--- src/rtl/lsil_pkg.sv ---
// ============================================================================
// lsil_pkg
// Shared types and constants for the line start index and lookup block.
// ============================================================================
`default_nettype none

package lsil_pkg;

    // Table depth and offset width.
    localparam int MAX_LINES   = 4096;
    localparam int OFFSET_BITS = 24;

    // Table address, line count and line number widths.
    localparam int ADDR_BITS = $clog2(MAX_LINES);
    localparam int CNT_BITS  = $clog2(MAX_LINES + 1);

    // Line break characters.
    localparam logic [7:0] CH_CR = 8'h0D;
    localparam logic [7:0] CH_LF = 8'h0A;

    // Request kinds carried on the action field.
    typedef enum logic [1:0] {
        ACT_BEGIN = 2'd0,
        ACT_BYTE  = 2'd1,
        ACT_END   = 2'd2,
        ACT_QUERY = 2'd3
    } action_t;

    // Newline recogniser states.
    typedef enum logic [1:0] {
        SCAN_PLAIN = 2'd0,
        SCAN_CR    = 2'd1,
        SCAN_LF    = 2'd2
    } scan_t;

    // Commands from the controller to the datapath.
    typedef struct packed {
        logic accept;   // a request is taken this cycle
        logic first;    // first table entry is on the read data
        logic step;     // one binary search step
    } cmd_t;

    // Status from the datapath to the controller.
    typedef struct packed {
        logic count_zero;   // the table holds no starts
        logic first_done;   // query is answered by the first entry
        logic step_done;    // search span has shrunk to one entry
        logic out_busy;     // result register full and stalled
    } status_t;

endpackage

`default_nettype wire

--- src/rtl/lsil_ctrl.sv ---
// ============================================================================
// lsil_ctrl
// Controller: sequences stream requests and the multi-cycle table search.
// ============================================================================
`default_nettype none

module lsil_ctrl (
    input  wire logic             clk,
    input  wire logic             rst_n,
    input  wire logic             in_valid,
    input  wire logic [1:0]       action,
    output logic                  in_stall,
    input  wire lsil_pkg::status_t status,
    output lsil_pkg::cmd_t        cmd
);

    typedef enum logic [2:0] {
        ST_IDLE   = 3'b001,
        ST_FIRST  = 3'b010,
        ST_SEARCH = 3'b100
    } state_t;

    state_t state_reg;
    state_t state_next;
    logic   is_query;

    assign is_query = (lsil_pkg::action_t'(action) == lsil_pkg::ACT_QUERY);

    // A query needs a free result register; other requests never produce one.
    assign in_stall = (state_reg != ST_IDLE) || (status.out_busy && is_query);

    always_comb
    begin
        cmd.accept = in_valid && !in_stall;
        cmd.first  = (state_reg == ST_FIRST);
        cmd.step   = (state_reg == ST_SEARCH);
        state_next = state_reg;
        case (state_reg)
            ST_IDLE:
            begin
                if (cmd.accept && is_query && !status.count_zero)
                begin
                    state_next = ST_FIRST;
                end
            end
            ST_FIRST:
            begin
                state_next = status.first_done ? ST_IDLE : ST_SEARCH;
            end
            ST_SEARCH:
            begin
                if (status.step_done)
                begin
                    state_next = ST_IDLE;
                end
            end
            default:
            begin
                state_next = ST_IDLE;
            end
        endcase
    end

    always_ff @(posedge clk or negedge rst_n)
    begin
        if (!rst_n)
        begin
            state_reg <= ST_IDLE;
        end
        else
        begin
            state_reg <= state_next;
        end
    end

endmodule

`default_nettype wire

--- config.mk ---
export PLATFORM = sky130hd
export DESIGN_NAME = lsil_ctrl
export DESIGN_NICKNAME = d
export VERILOG_FILES = /design/src/rtl/lsil_pkg.sv /design/src/rtl/lsil_ctrl.sv
export SDC_FILE = /design/constraint.sdc
export NUM_CORES = 1
export LEC_CHECK = 0
export BUFFER_PORTS_ARGS = -buffer_cell sky130_fd_sc_hd__buf_2
export CAP_MARGIN = 20
export CORE_AREA = 2 2 39 41
export DETAILED_ROUTE_END_ITERATION = 10
export DIE_AREA = 0 0 41 43
export PLACE_DENSITY = 0.41
export SLEW_MARGIN = 20
export SYNTH_ARGS = -nofsm -noshare
export SYNTH_HDL_FRONTEND = slang
export SYNTH_SLANG_ARGS = --single-unit
--- constraint.sdc ---
create_clock -name clk -period 1.42 [get_ports clk]
set_input_delay 0.071 -clock clk [delete_from_list [all_inputs] [get_ports clk]]
set_output_delay 0.071 -clock clk [all_outputs]
set_load 0.005 [all_outputs]
==> results of run 1 <==
power by group through the flow:
stage	clock [mW]	combinational (mW)	sequential, mW
after floorplan	0	0.00904	0.0888
after global placement	0	0.0267	0.0889
after detailed placement	0	0.0262	0.0889
after CTS	0.154	0.0314	0.0878
after global routing	0.165	0.0341	0.0879
final	0.149	0.0309	0.0878
cell type report:
class	instances	area [um^2]	area share, %
tap	16	20.0	6.87
clock buffer	4	26.3	9.01
timing repair buffer	15	85.1	29.2
sequential	3	76.3	26.2
multi-input combinational	9	72.6	24.9
inverter	3	11.3	3.86
path summary, 6_finish.rpt:
kind / cells past startpoint / endpoint
setup / recovery: 4 / cmd[2]
hold / removal: 2 / state_reg[1]$_DFFE_PN0P_
setup reg to reg: 4 / state_reg[0]$_DFFE_PN1P_
hold reg to reg: 3 / state_reg[1]$_DFFE_PN0P_
max in group asynchronous: 2 / state_reg[0]$_DFFE_PN1P_
min in group asynchronous: 2 / state_reg[2]$_DFFE_PN0P_
cells by family after synthesis:
kind of cell,Yosys count,synth area share [%]
simple gates,7,33.3
flops,3,48.4
buf+inv,3,7.14
compound gates,2,11.1
critical path: stages, from the launching register on:
cell	delay, ns
dfstp_2	0.52
or3b_4	0.37
a31o_1	0.21
nor2_2	0.07
buf_2	0.11
cells in the final DEF, fill, tap and decap left out, types with 2 or more instances in the layout:
cell / Yosys / layout
buf_2: 0 / 12
inv_1: 3 / 3
clkbuf_4: 0 / 3
nor3b_1: 2 / 2
buf_4: 0 / 2
dfrtp_1: 2 / 2
layer usage:
layer	track usage, %	up-vias	wire, um
li1	-	89	-
met3	4.71	0	40
met5	0	-	0
met1	2.25	78	132
met2	6.88	6	188
met4	8.00	0	0
what timing repair did:
item	4_1_cts	5_1_grt
setup buffers	2	0
hold endpoints to repair	3	0
hold buffers	1	0
setup endpoints to repair	2	2
resized for setup	1	0
per-stage QoR:
stage	std cells	power [mW]	setup WS, ns	setup TNS [ns]	hold slack, ns
after floorplan	15	0.0979	0.155	0	-0.225
after global placement	43	0.116	0.0458	0	-0.129
after detailed placement	43	0.115	0.0559	0	-0.134
after CTS	50	0.274	-0.171	-0.286	0.0170
after global routing	50	0.287	-0.214	-0.370	0.0178
final	50	0.268	-0.156	-0.260	0.0209
==> flow_summary.json, run 1 <==
{
  "r2r_slack_ns": 0.09,
  "worstPathRequired_ns": 1.35,
  "cts_buffer_depth": 2,
  "num_antenna_cells": 0,
  "final_util_pct": 21.1,
  "critPathLaunch": "state_reg[0]$_DFFE_PN1P_",
  "synth_ff_type": "dfrtp_1",
  "clkPwrFrac_pct": 55.7,
  "failed_checks": "negative setup slack",
  "routedWlPerCell_um": 7.22,
  "layout_setup_ws_ns": -0.156,
  "io_pins": 13,
  "hold_start": "status[0]",
  "yosysSeqAreaShare_pct": 48.4,
  "power_density_nw_per_um2": 919,
  "fillers": 153,
  "drive_gt1_share_pct": 61.8,
  "die-area_um2": 1760,
  "status": "complete, but fails checks",
  "seqPwrFrac_pct": 32.8,
  "synth_area_um2": 158,
  "grt_pass1_vias": 155,
  "rows": 14,
  "cap_violations": 0,
  "port_buffers": 12,
  "initial_core_util_pct": 11.4,
  "ir_drop_mv": 0.178,
  "core_um2": 1380,
  "grt_pass1_wl_um": 476,
  "final_area_um2": 292,
  "areaGrowthSynthToFinish_pct": 84.9,
  "synth_edf_count": 0,
  "final-max-slew-violation-count": 0,
  "sw_frac_of_total_pct": 21.1,
  "gr-total-overflow": 0,
  "placed_cell_area_um2": 238,
  "cts-buffers-inserted": 3,
  "p_sw_mw": 0.0564,
  "grtUsageTotal_pct": 5.02,
  "setup_viol": 2,
  "critical_path_class": "flop to output port",
  "cp_max_fo": 2,
  "synth_top_area_cell": "dfrtp_1",
  "worst_pin_slew_ns": 0.253,
  "finalHoldViolations": 0,
  "via_per_inst": 3.46,
  "crit_path_end_kind": "output port",
  "grt_max_degree": 4,
  "netlist_instances": 15,
  "p_int_mw": 0.212,
  "hpwlAfterDp_um": 268,
  "drt-total-wl_um": 361,
  "cts_tree": "done",
  "antenna_found_initial": 0,
  "gp_congestion": 0.589,
  "root_buffer": "clkbuf_4",
  "rsz0062_at_grt": "yes",
  "synthTopCellsByArea": "dfrtp_1, dfstp_2, nor3b_1",
  "worstSetupStartpointType": "flop",
  "clk_latency_ns": 0.23,
  "syn_area_per_cell_um2": 10.5,
  "combPwrFrac_pct": 11.5,
  "syn_nets": 24,
  "relSlewSlack_pct": 83.1,
  "min_period_over_period_pct": 111,
  "drc": 0,
  "fmax_mhz": 635,
  "largest_reg_flops": 3,
  "drt-initial-drc-count": 0,
  "vias": 173,
  "min-delay-path-class": "primary input to flop",
  "firstDrtPassIters": 1,
  "synthMostInstantiatedCell": "inv_1",
  "post-synth-top-area-fraction_pct": 31.7,
  "final_nets": 44,
  "ant_nets": 0,
  "die_y_um": 43,
  "yosysWarnings": 0,
  "layout_min_cycle_time_ns": 1.58,
  "async_reset_ff_share_pct": 100,
  "yosys-top-cells-count": "inv_1, dfrtp_1, nor3b_1",
  "synth-seq-cells": 3,
  "cp.arrival_ns": 1.50,
  "ctsHtreeMaxLevel": 1,
  "crit-reg2reg-launch": "state_reg[0]$_DFFE_PN1P_",
  "clk_pin_slew_worst_paths_ns": 0.04,
  "dieWidth_um": 41,
  "clock_sinks": 3,
  "clock_skew_ns": 0.000571,
  "leakage_nw": 0.155,
  "synth_cell_type_count": 11
}
(Power assumes the default switching activity.)
==> inputs of run 2 (changes only) <==
Settings changed: HOLD_SLACK_MARGIN set to 0.06.
==> run 2 against run 1 <==
Effect of this change:
- the flow still finishes with violations (negative setup slack)
- total power rose by 0.27%
- register-to-register slack barely moved
- critical path depth did not move
- via count rose by 2.3%
- highest routed layer unchanged
- worst hold slack improved by 0.089 ns
- sequential power barely moved
- die area did not move
==> flow_summary.json, run 2 (synthesis results as in run 1) <==
{
  "maxUsedRoutingLayer": "met3",
  "clkPwrFrac_pct": 55.0,
  "path_cells": "or3b_4 -> a31o_1 -> nor2_2 -> buf_2",
  "die-area_um2": 1760,
  "final-max-slew-violation-count": 0,
  "firstDrtPassIters": 2,
  "worstPathRequired_ns": 1.35,
  "setup_viol": 2,
  "final_common_cell": "buf_2",
  "via_per_inst": 3.47,
  "fillers": 153,
  "ir_drop_mv": 0.178,
  "grt_pass1_vias": 164,
  "worst_pin_slew_ns": 0.253,
  "fmax_mhz": 635,
  "clk_pin_slew_worst_paths_ns": 0.04,
  "drive_gt1_share_pct": 60.0,
  "worst_path_max_delay_cell": "dfstp_2",
  "sw_frac_of_total_pct": 20.6,
  "total_power_mw": 0.269,
  "leakage_nw": 0.159,
  "layout_setup_ws_ns": -0.155,
  "final_nets": 45,
  "routedWlPerCell_um": 7.37,
  "grtUsageTotal_pct": 5.32,
  "p_int_mw": 0.213,
  "grt_pass1_wl_um": 510,
  "p_sw_mw": 0.0555,
  "final_cell_mix": "buf_2, inv_1, clkbuf_4",
  "root_buffer": "clkbuf_4",
  "dr_wl_met2_um": 200,
  "rr_endpoint": "state_reg[0]$_DFFE_PN1P_",
  "min-delay-path-class": "primary input to flop",
  "port_buffers": 12,
  "dieWidth_um": 41,
  "areaGrowthSynthToFinish_pct": 91.3,
  "layout_min_cycle_time_ns": 1.57,
  "combPwrFrac_pct": 12.3,
  "initial_core_util_pct": 11.4,
  "cp.arrival_ns": 1.50,
  "r2r_slack_ns": 0.08,
  "grt_max_degree": 4,
  "cp_max_fo": 2,
  "tns_ns": -0.259,
  "worstSetupStartpointType": "flop",
  "io_pins": 13,
  "min_period_over_period_pct": 111,
  "rsz0062_at_grt": "yes",
  "hold_end": "state_reg[1]$_DFFE_PN0P_",
  "vias": 177,
  "crit-reg2reg-launch": "state_reg[0]$_DFFE_PN1P_",
  "cap_violations": 0,
  "core_um2": 1380,
  "hold_start": "status[3]",
  "clk_latency_ns": 0.23,
  "seqPwrFrac_pct": 32.7,
  "status": "complete, but fails checks",
  "rows": 14,
  "wl_met1_um": 134,
  "dr_wl_met3_um": 40,
  "hpwlAfterDp_um": 268,
  "slowest_delay_ns": 0.52,
  "cts_buffer_depth": 2,
  "cts_tree": "done",
  "power_density_nw_per_um2": 891,
  "ff2ff_path_depth": 4,
  "ant_nets": 0,
  "gr-total-overflow": 0,
  "die_y_um": 43,
  "relSlewSlack_pct": 83.1,
  "critical_path_class": "flop to output port",
  "cts-buffers-inserted": 3,
  "crit_path_end_kind": "output port",
  "ctsHtreeMaxLevel": 1,
  "largest_reg_flops": 3,
  "drt-total-wl_um": 376,
  "finalHoldViolations": 0,
  "drc": 0,
  "drt-initial-drc-count": 2,
  "num_antenna_cells": 0,
  "holdPathStages": 3,
  "clock_sinks": 3,
  "clock_skew_ns": 0.000623,
  "failed_checks": "negative setup slack",
  "gp_congestion": 0.589,
  "antenna_found_initial": 0
}
-- run 2: cell count changes in the layout (fill, tap and decap cells not counted) --
cell           delta
dlygate4sd3_1     +1
-- run 2: power by group through the flow --
stage	sequential, mW	combinational [mW]	clock (mW)
finish	0.0879	0.0332	0.148
global route	0.0879	0.0366	0.165
CTS	0.0878	0.0336	0.154
detailed placement	0.0889	0.0262	0
global placement	0.0889	0.0267	0
floorplan	0.0888	0.00904	0
-- run 2: cell type report --
type                            count  area [um^2]  area share [%]
Clock buffer                        4         26.3            8.71
Inverter                            3         11.3            3.73
Multi-Input combinational cell      9         72.6            24.1
Sequential cell                     3         76.3            25.3
Tap cell                           16         20.0            6.64
Timing Repair Buffer               16         95.1            31.5
-- run 2: worst max-delay path, delay by kind of cell (launching register included) --
| kind | cells | cell delay, ns |
|---|---|---|
| flops | 1 | 0.52 |
| simple gates | 2 | 0.44 |
| compound gates | 1 | 0.21 |
| buf+inv | 1 | 0.11 |
-- run 2: metrics by stage --
stage	utilization (%)	hold slack, ns	instance area (um^2)	setup WS, ns	std cells
2_1_floorplan	-	-0.225	158	0.155	15
3_3_place_gp	17.2	-0.129	238	0.0458	43
3_5_place_dp	17.2	-0.134	238	0.0559	43
4_1_cts	21.8	0.111	302	-0.171	51
5_1_grt	21.8	0.119	302	-0.214	51
6_report	21.8	0.110	302	-0.155	51
-- run 2: worst max-delay path by stage --
stage                     slack [ns]      to                     start
after floorplan                 0.15  cmd[2]  state_reg[0]$_DFFE_PN1P_
after global placement          0.05  cmd[2]  state_reg[0]$_DFFE_PN1P_
after detailed placement        0.06  cmd[2]  state_reg[0]$_DFFE_PN1P_
after CTS                      -0.17  cmd[2]  state_reg[0]$_DFFE_PN1P_
after global routing           -0.21  cmd[2]  state_reg[0]$_DFFE_PN1P_
final                          -0.15  cmd[2]  state_reg[0]$_DFFE_PN1P_
-- run 2: metal layers --
layer,vias to the layer above,track usage [%]
li1,91,-
met1,80,2.57
met2,6,7.50
met3,0,4.71
met4,0,8.00
met5,-,0
-- run 2: timing repair --
action / CTS / global route
hold buffers: 2 / 0
hold endpoints to repair: 4 / 0
resized for setup: 1 / 0
endpoints found under the setup margin: 2 / 2
buffers inserted: 2 / 0
